<file path="config.mk">
export PLATFORM = sky130hd
export DESIGN_NAME = first_fit_block_allocator
export DESIGN_NICKNAME = d
export VERILOG_FILES = /design/src/ffba_pkg.sv /design/src/ffba_table.sv /design/src/first_fit_block_allocator.sv
export SDC_FILE = /design/constraint.sdc
export NUM_CORES = 2
export LEC_CHECK = 0
export ABC_CLOCK_PERIOD_IN_PS = 11800
export BUFFER_PORTS_ARGS = -buffer_cell sky130_fd_sc_hd__buf_2
export CORE_MARGIN = 8
export CORE_UTILIZATION = 40
export DETAILED_ROUTE_END_ITERATION = 6
export GPL_ROUTABILITY_DRIVEN = 1
export HOLD_SLACK_MARGIN = 0.05
export PLACE_DENSITY = 0.57
export RECOVER_POWER = 100
export SLEW_MARGIN = 20
export SYNTH_ARGS = -nofsm -noshare
export SYNTH_HDL_FRONTEND = slang
export SYNTH_SLANG_ARGS = --single-unit
</file>
<file path="constraint.sdc">
create_clock -name clk_i -period 11.8 [get_ports clk_i]
set_input_delay 2.36 -clock clk_i [delete_from_list [all_inputs] [get_ports clk_i]]
set_output_delay 2.36 -clock clk_i [all_outputs]
set_load 0.01 [all_outputs]
</file>
<file path="src/ffba_pkg.sv">
// Shared types and constants of the first-fit block allocator.
// Used by the entry table and by the top level; depends on nothing.
package ffba_pkg;

  // Width of every address and size in the heap.
  localparam int unsigned ADDR_BITS = 24;

  // Wide enough for an address plus a header plus a size without wrapping.
  localparam int unsigned SUM_BITS = ADDR_BITS + 2;

  typedef logic [ADDR_BITS-1:0] addr_t;
  typedef logic [SUM_BITS-1:0] sum_t;

  // Answer codes of one request.
  typedef enum logic [2:0] {
    STAT_OK        = 3'd0,
    STAT_NULL      = 3'd1,
    STAT_EXHAUSTED = 3'd2,
    STAT_FULL      = 3'd3,
    STAT_UNKNOWN   = 3'd4
  } status_e;

  // Request kinds carried in tuser.
  typedef enum logic {
    OP_ALLOC = 1'b0,
    OP_FREE  = 1'b1
  } op_e;

  // One row of the block table.
  typedef struct packed {
    addr_t start;
    addr_t size;
    logic  free;
  } entry_t;

  // Write request into the table (the index travels beside it).
  typedef struct packed {
    logic   we;
    entry_t data;
  } tbl_wr_t;

endpackage

</file>
<file path="src/ffba_table.sv">
// Block table memory of the first-fit block allocator: one write port and
// one read port with registered read data. Depends on ffba_pkg.
module ffba_table import ffba_pkg::*; #(
  parameter int unsigned Depth = 64
) (
  input  logic                     clk_i,
  input  tbl_wr_t                  wr_i,
  input  logic [$clog2(Depth)-1:0] waddr_i,
  input  logic [$clog2(Depth)-1:0] raddr_i,
  output entry_t                   rdata_o
);

  entry_t mem_q [Depth];
  entry_t rdata_q;

  always_ff @(posedge clk_i) begin
    if (wr_i.we) begin
      mem_q[waddr_i] <= wr_i.data;
    end
    rdata_q <= mem_q[raddr_i];
  end

  assign rdata_o = rdata_q;

endmodule

</file>
<file path="src/first_fit_block_allocator.sv">
// First-fit block allocator: sequencer, heap registers and the block table.
// A null request, or a free of an empty table, goes straight to its answer;
// other requests scan the entries in order, and an allocate that finds no fit,
// or meets an empty table, grows the heap. One item at a time, taken as the
// answer appears. Reset empties the table at once, with no sweep.
module first_fit_block_allocator import ffba_pkg::*; #(
  parameter int unsigned MAX_BLOCKS   = 64,
  parameter int unsigned HEADER_BYTES = 24
) (
  input  logic        clk_i,
  input  logic        rst_ni,
  // Request stream.
  input  logic        s_axis_tvalid,
  output logic        s_axis_tready,
  input  logic [47:0] s_axis_tdata,   // [23:0] request_size, [47:24] payload_address
  input  logic        s_axis_tuser,   // [0] operation
  // Answer stream.
  output logic        m_axis_tvalid,
  input  logic        m_axis_tready,
  output logic [23:0] m_axis_tdata,   // [23:0] result_address
  output logic [3:0]  m_axis_tuser,   // [0] reused, [3:1] status
  // Configuration port.
  input  logic        psel,
  input  logic        penable,
  input  logic        pwrite,
  input  logic [2:0]  paddr,
  input  logic [31:0] pwdata,
  output logic [31:0] prdata,
  output logic        pready
);

  // Table index and entry count widths follow from the table depth.
  localparam int unsigned IdxW = $clog2(MAX_BLOCKS);
  localparam int unsigned CntW = $clog2(MAX_BLOCKS + 1);
  localparam sum_t HdrSum = SUM_BITS'(HEADER_BYTES);
  localparam logic [CntW-1:0] CntMax = CntW'(MAX_BLOCKS);

  // Sequencer states, one-hot.
  typedef enum logic [3:0] {
    S_IDLE = 4'b0001,
    S_SCAN = 4'b0010,
    S_GROW = 4'b0100,
    S_DONE = 4'b1000
  } state_e;

  // ---------------------------------------------------------------------
  // Configuration registers. Bit 2 of the byte address picks the register;
  // the low bits are byte offsets inside the word.
  // ---------------------------------------------------------------------
  addr_t base_q, limit_q;
  logic  cfg_wr;

  assign pready = 1'b1;
  assign cfg_wr = psel & penable & pwrite & pready;

  always_ff @(posedge clk_i or negedge rst_ni) begin
    if (!rst_ni) begin
      base_q  <= ADDR_BITS'(4096);
      limit_q <= ADDR_BITS'(16777215);
    end else if (cfg_wr) begin
      if (paddr[2]) begin
        limit_q <= pwdata[ADDR_BITS-1:0];
      end else begin
        base_q <= pwdata[ADDR_BITS-1:0];
      end
    end
  end

  assign prdata = paddr[2] ? 32'(limit_q) : 32'(base_q);

  // ---------------------------------------------------------------------
  // Sequencer state and the latched request.
  // ---------------------------------------------------------------------
  state_e          state_q, state_d;
  logic [CntW-1:0] count_q, count_d;
  logic [IdxW-1:0] idx_q, idx_d;
  logic            op_q;
  addr_t           req_size_q, req_addr_q;
  addr_t           brk_q, brk_d;

  // The answer being built and the output register that holds it.
  addr_t   res_addr_q, res_addr_d;
  logic    res_reused_q, res_reused_d;
  status_e res_status_q, res_status_d;
  logic    out_vld_q;
  addr_t   out_addr_q;
  logic    out_reused_q;
  status_e out_status_q;

  // Table ports.
  tbl_wr_t         tbl_wr;
  logic [IdxW-1:0] tbl_waddr, tbl_raddr;
  entry_t          ent;

  ffba_table #(
    .Depth(MAX_BLOCKS)
  ) u_table (
    .clk_i  (clk_i),
    .wr_i   (tbl_wr),
    .waddr_i(tbl_waddr),
    .raddr_i(tbl_raddr),
    .rdata_o(ent)
  );

  logic  in_acc;
  logic  out_free;
  logic  last_ent;
  sum_t  ent_pay;
  sum_t  grow_end;
  logic  grow_ok;
  logic  is_free_op;
  addr_t in_size, in_addr;

  assign in_acc     = s_axis_tvalid & s_axis_tready;
  assign out_free   = !out_vld_q || m_axis_tready;
  assign is_free_op = (op_q == OP_FREE);
  assign in_size    = s_axis_tdata[23:0];
  assign in_addr    = s_axis_tdata[47:24];

  // The compare unit that the scan uses once per entry. The entry under
  // test is the one read in the previous cycle; the next one is read now.
  assign last_ent  = (CntW'(idx_q) + CntW'(1)) == count_q;
  assign ent_pay   = SUM_BITS'(ent.start) + HdrSum;
  assign tbl_raddr = (state_q == S_SCAN) ? idx_q + IdxW'(1) : '0;

  // Growth check: the new end must stay inside both the limit and the
  // address space, and the table must not be full.
  assign grow_end = SUM_BITS'(brk_q) + HdrSum + SUM_BITS'(req_size_q);
  assign grow_ok  = (grow_end <= SUM_BITS'(limit_q)) && (count_q != CntMax);

  always_comb begin
    state_d      = state_q;
    count_d      = count_q;
    idx_d        = idx_q;
    brk_d        = brk_q;
    res_addr_d   = res_addr_q;
    res_reused_d = res_reused_q;
    res_status_d = res_status_q;
    tbl_wr       = '0;
    tbl_waddr    = idx_q;

    case (state_q)
      S_IDLE: begin
        idx_d        = '0;
        res_addr_d   = '0;
        res_reused_d = 1'b0;
        if (in_acc) begin
          if ((s_axis_tuser == OP_ALLOC && in_size == '0) ||
              (s_axis_tuser == OP_FREE && in_addr == '0)) begin
            res_status_d = STAT_NULL;
            state_d      = S_DONE;
          end else if (count_q != '0) begin
            state_d = S_SCAN;
          end else if (s_axis_tuser == OP_ALLOC) begin
            // Empty table: the break sits at the heap base.
            brk_d   = base_q;
            state_d = S_GROW;
          end else begin
            res_status_d = STAT_UNKNOWN;
            state_d      = S_DONE;
          end
        end
      end

      S_SCAN: begin
        if (is_free_op) begin
          if (ent_pay == SUM_BITS'(req_addr_q)) begin
            // Freeing the last entry drops it; any other is only marked.
            if (last_ent) begin
              count_d = count_q - CntW'(1);
            end else begin
              tbl_wr.we   = 1'b1;
              tbl_wr.data = '{start: ent.start, size: ent.size, free: 1'b1};
            end
            res_status_d = STAT_OK;
            state_d      = S_DONE;
          end else if (last_ent) begin
            res_status_d = STAT_UNKNOWN;
            state_d      = S_DONE;
          end else begin
            idx_d = idx_q + IdxW'(1);
          end
        end else begin
          if (ent.free && ent.size >= req_size_q) begin
            tbl_wr.we    = 1'b1;
            tbl_wr.data  = '{start: ent.start, size: ent.size, free: 1'b0};
            res_addr_d   = ent_pay[ADDR_BITS-1:0];
            res_reused_d = 1'b1;
            res_status_d = STAT_OK;
            state_d      = S_DONE;
          end else if (last_ent) begin
            // No fit: the last entry just read gives the break.
            brk_d   = ADDR_BITS'(ent_pay + SUM_BITS'(ent.size));
            state_d = S_GROW;
          end else begin
            idx_d = idx_q + IdxW'(1);
          end
        end
      end

      S_GROW: begin
        tbl_waddr = count_q[IdxW-1:0];
        state_d   = S_DONE;
        if (grow_end > SUM_BITS'(limit_q)) begin
          res_status_d = STAT_EXHAUSTED;
        end else if (count_q == CntMax) begin
          res_status_d = STAT_FULL;
        end else begin
          tbl_wr.we    = 1'b1;
          tbl_wr.data  = '{start: brk_q, size: req_size_q, free: 1'b0};
          count_d      = count_q + CntW'(1);
          res_addr_d   = ADDR_BITS'(SUM_BITS'(brk_q) + HdrSum);
          res_status_d = STAT_OK;
        end
      end

      S_DONE: begin
        if (out_free) begin
          state_d = S_IDLE;
        end
      end

      default: begin
        state_d = S_IDLE;
      end
    endcase
  end

  always_ff @(posedge clk_i or negedge rst_ni) begin
    if (!rst_ni) begin
      state_q   <= S_IDLE;
      count_q   <= '0;
      idx_q     <= '0;
      out_vld_q <= 1'b0;
    end else begin
      state_q <= state_d;
      count_q <= count_d;
      idx_q   <= idx_d;
      if (state_q == S_DONE && out_free) begin
        out_vld_q <= 1'b1;
      end else if (m_axis_tready) begin
        out_vld_q <= 1'b0;
      end
    end
  end

  always_ff @(posedge clk_i) begin
    brk_q        <= brk_d;
    res_addr_q   <= res_addr_d;
    res_reused_q <= res_reused_d;
    res_status_q <= res_status_d;
    if (in_acc) begin
      op_q       <= s_axis_tuser;
      req_size_q <= in_size;
      req_addr_q <= in_addr;
    end
    if (state_q == S_DONE && out_free) begin
      out_addr_q   <= res_addr_q;
      out_reused_q <= res_reused_q;
      out_status_q <= res_status_q;
    end
  end

  assign s_axis_tready = (state_q == S_IDLE);
  assign m_axis_tvalid = out_vld_q;
  assign m_axis_tdata  = out_addr_q;
  assign m_axis_tuser  = {out_status_q, out_reused_q};

  // ---------------------------------------------------------------------
  // Assertions.
  // ---------------------------------------------------------------------
  a_count_bound: assert property (@(posedge clk_i) disable iff (!rst_ni)
    count_q <= CntMax)
    else $error("entry count above table depth");

  a_scan_in_table: assert property (@(posedge clk_i) disable iff (!rst_ni)
    state_q == S_SCAN |-> CntW'(idx_q) < count_q)
    else $error("scan index outside valid entries");

  a_grow_append: assert property (@(posedge clk_i) disable iff (!rst_ni)
    state_q == S_GROW && grow_ok |=> count_q == $past(count_q) + CntW'(1))
    else $error("append did not bump the entry count");

  a_reuse_ok: assert property (@(posedge clk_i) disable iff (!rst_ni)
    m_axis_tvalid && m_axis_tuser[0] |-> m_axis_tuser[3:1] == STAT_OK)
    else $error("reused answer with an error status");

endmodule

</file>
==> results by group <==
CTS
  – CTS root buf: clkbuf_16
  – Post-CTS sizing: 0
  – Inserted Clock Buffers: 348
  – Post-CTS setup buffers: 0
  – TritonCTS clock tree: built
  – Clk buf depth: 4
  – # clock sinks: 3380
  – CTS Hold Buffers Added: 0
  – H-tree depth: 5
  – Clock transition at path regs: 0.06 ns
  – Clk Latency, worst-skew pair: 0.96 ns

Power and ir drop
  – Total power: 29.3 mW
  – Max IR drop VDD: 0.136 mV
  – Leakage power: 47.9 nW
  – PwrDens: 192 nW/um^2

Logic synthesis
  – Post-synth EDFFs: 3265
  – Cells after Synth: 9579
  – Compound-cell area share of the yosys netlist: 11.0%
  – Largest family of logic cells by synthesized area: compound AO/OA/AOI/OAI gates
  – Multiplexer share of the synthesized area: 1.39%
  – Asr flop ratio synth: 1.95%
  – Post-Syn Area per Cell: 14.2 um^2
  – Synth warn: 0
  – Register area share after synthesis: 73.9%
  – Synth Area in Adders: 1.01%
  – Yosys reg bits: 3380
  – Most used flip-flop cell after synthesis: edfxtp_1
  – Post-Synth Simple-Gate Area: 9.49%
  – Synthesized area: 136000 um^2
  – Netlist cell types: 97
  – XOR/XNOR share of the synthesized area: 0.724%

Floorplan
  – Die Y: 600 um
  – Ports: 154
  – Initial core utilization: 40.1%
  – Die area: 360000 um^2
  – Core area: 340000 um^2
  – Die W: 600 um
  – Cell row count: 214

GRT
  – Grt peak-use layer: met2
  – Grt met2 use: 34.7%
  – Vias in the first global route: 82720
  – First-pass GRT wire length: 590000 um
  – Largest net degree at the start of global routing: 193
  – Overall routing resource usage: 22.2%
  – Met3 GRT Util: 4.35%
  – M1 GR Usage: 30.2%
  – Grt ovf: 0
  – Initial antenna violation count: 18

Critical path
  – WP data arrival: 10.57 ns
  – Worst EP required: 12.47 ns
  – Crit. Startpoint: state_q[0]
  – Worst Path Max Fanout: 107
  – R2R Path Start: state_q[0]
  – Setup crit end kind: flip-flop
  – Setup CP Type: flip-flop to flip-flop
  – Crit path launch type: flip-flop

Timing
  – Setup TNS: 0 ns
  – RSZ-0062 raised after global routing: no
  – Slew Limit Fails: 4338
  – Hold Fails Final Rpt: 0
  – Peak Freq: 0.101 GHz
  – Slew HR: -148%
  – Tcrit/Tclk final: 83.8%
  – Final setup fails: 0
  – Post-layout min period: 9.89 ns
  – Worst Skew: 0.0737 ns
  – Tightest Pin Transition: 3.72 ns

Routing
  – Via density: 5.99
  – Detail Route Antenna Nets: 0
  – Drt drc: 3
  – Iter 0 DRT Violations: 10093
  – Drt pass-1 iters: 7
  – Routed WL: 416000 um
  – WL/cell: 28.9 um
  – Routed via count: 86314

Outcome
  – Violations in the final reports: design-rule violations, max-capacitance violations, max-slew violations
  – Status: finished, violations left

Place
  – Port Buffers: 134
  – GPL Wtd Cong: 0.886
  – HPWL after detailed placement: 227000 um

Worst hold path
  – HP Start: res_addr_q[21]
  – Worst min path class: flip-flop to flip-flop

Layout
  – Layout area overhead: 12.0%
  – Share of layout cells above drive strength 1: 8.73%
  – Layout Nets: 9792

Job
  – MaxCap Viol Count: 110
==> synthesized netlist by cell type (all sizes together) (11+ instances only) <==
library cell / count / share of area [%]
nor4: 16 / 0.083
a211oi: 203 / 1.1
a21o: 35 / 0.19
a22o: 60 / 0.39
o22ai: 195 / 0.90
o21ai: 374 / 1.4
xnor2: 64 / 0.43
mux2i: 99 / 0.73
nand4: 27 / 0.13
dfxtp: 49 / 0.72
dfrtp: 40 / 0.73
inv: 79 / 0.22
nand2: 1588 / 4.4
and3: 115 / 0.53
o211ai: 197 / 1.1
clkbuf: 503 / 1.4
xor2: 41 / 0.26
mux2: 79 / 0.66
ha: 104 / 0.95
a311oi: 105 / 0.67
a31oi: 152 / 0.70
nor2b: 11 / 0.051
nand2b: 18 / 0.083
edfxtp: 3265 / 72
a21oi: 79 / 0.30
nor2: 150 / 0.42
o221ai: 595 / 3.8
nor3: 128 / 0.49
nand3: 816 / 3.0
dfstp: 26 / 0.50
buf: 241 / 0.91
==> critical path, stage by stage (launching register included) <==
cell	delay, ns
dfstp_1	0.40
or4b_2	0.89
clkbuf_1	1.15
nor2_1	2.81
clkbuf_1	1.09
buf_12	0.36
mux2i_1	0.29
a211oi_1	0.12
a311oi_1	0.51
a211oi_1	0.12
nor3_1	1.12
a31oi_1	0.32
==> logic make-up (layout without fill, tap and decap cells) <==
group | count (synthesis) | count (layout)
other | 2 | 13
AOI/OAI and AO/OA | 2056 | 2056
buffers and inverters | 824 | 1114
and+or+nand+nor | 2924 | 2924
muxes | 178 | 178
DFF | 3380 | 3380
xor gates and xnor gates | 107 | 107
adders and majority gates | 108 | 108
==> path summary, 6_finish.rpt <==
path	end	slack [ns]	cells after the start
min in group asynchronous	base_q[8]	2.79	2
max	u_table.rdata_o[33]	1.91	11
min reg2reg	m_axis_tdata[21]	0.42	0
min	m_axis_tdata[21]	0.42	0
max reg2reg	u_table.rdata_o[33]	1.91	11
max in group asynchronous	idx_q[0]	6.37	2
==> report_power, final <==
part | switching, mW | internal [mW]
logic | 2.98 | 1.34
registers | 0.485 | 13.7
clock network | 4.64 | 6.16
==> per-layer routing <==
layer	up-vias	share of wire [%]
met3	660	8.9
met1	44071	41
met4	4	4.9
li1	37556	-
met2	4023	45
met5	-	0.0065
==> cell usage in the layout (no fill, tap or decap), types with 27 or more instances in the layout <==
master     netlist  routed
and3_1         115     115
clkinv_1         1      68
mux2i_1         99      99
buf_2          162      37
edfxtp_1      3265    3265
o211ai_1       197     197
a21oi_1         76      78
clkinv_2         0      58
xor2_1          41      41
nor2_1         146     144
o22ai_1        195     195
mux2_2          72      68
xnor2_1         63      63
nand2_1       1587    1586
buf_4           16     123
a21o_1          35      35
nor3_1         124     126
a22o_1          60      34
a311oi_1       105     105
nand4_1         25      27
a31oi_1        152     152
dfxtp_1         49      49
o221ai_1       595     595
o21ai_1         40      37
a211oi_1       202     203
dfrtp_1         40      39
ha_1           104     104
clkbuf_1       503     263
nand3_1        816     816
o21ai_0        333     337
clkbuf_16        0     356
inv_1           78      78
==> sequential cells by signal (all words and copies together) (netlist names), 3 cells and up <==
name,flops
limit_q,24
res_addr_q,24
out_status_q,3
base_q,24
brk_q,24
u_table.rdata_o,49
req_size_q,24
req_addr_q,24
count_q,7
u_table.mem_q,3136
m_axis_tdata,24
state_q,4
idx_q,6
res_status_q,3
==> final cells by class <==
class	instances	area (um^2)
fillers	30034	187000
flip-flops and latches	3380	101000
multi-input cells	5382	32200
clock buffers	449	9460
well taps	4536	5680
repair buffers	402	2470
clock inverters	183	1670
inverters	80	300
diodes	4	10.0
==> through the flow <==
stage / cells / setup slack [ns] / hold slack [ns] / utilization, % / instance area, um^2
2_1_floorplan: 9586 / 3.27 / 0.400 / - / 136000
3_3_place_gp: 13780 / 3.27 / 0.406 / 41.9 / 142000
3_5_place_dp: 13780 / 3.49 / 0.407 / 42.0 / 142000
4_1_cts: 14412 / 3.40 / 0.410 / 45.2 / 154000
5_1_grt: 14414 / 1.42 / 0.425 / 44.9 / 153000
6_report: 14416 / 1.91 / 0.419 / 44.9 / 153000
Note: power is estimated with default switching activity, not from simulation.
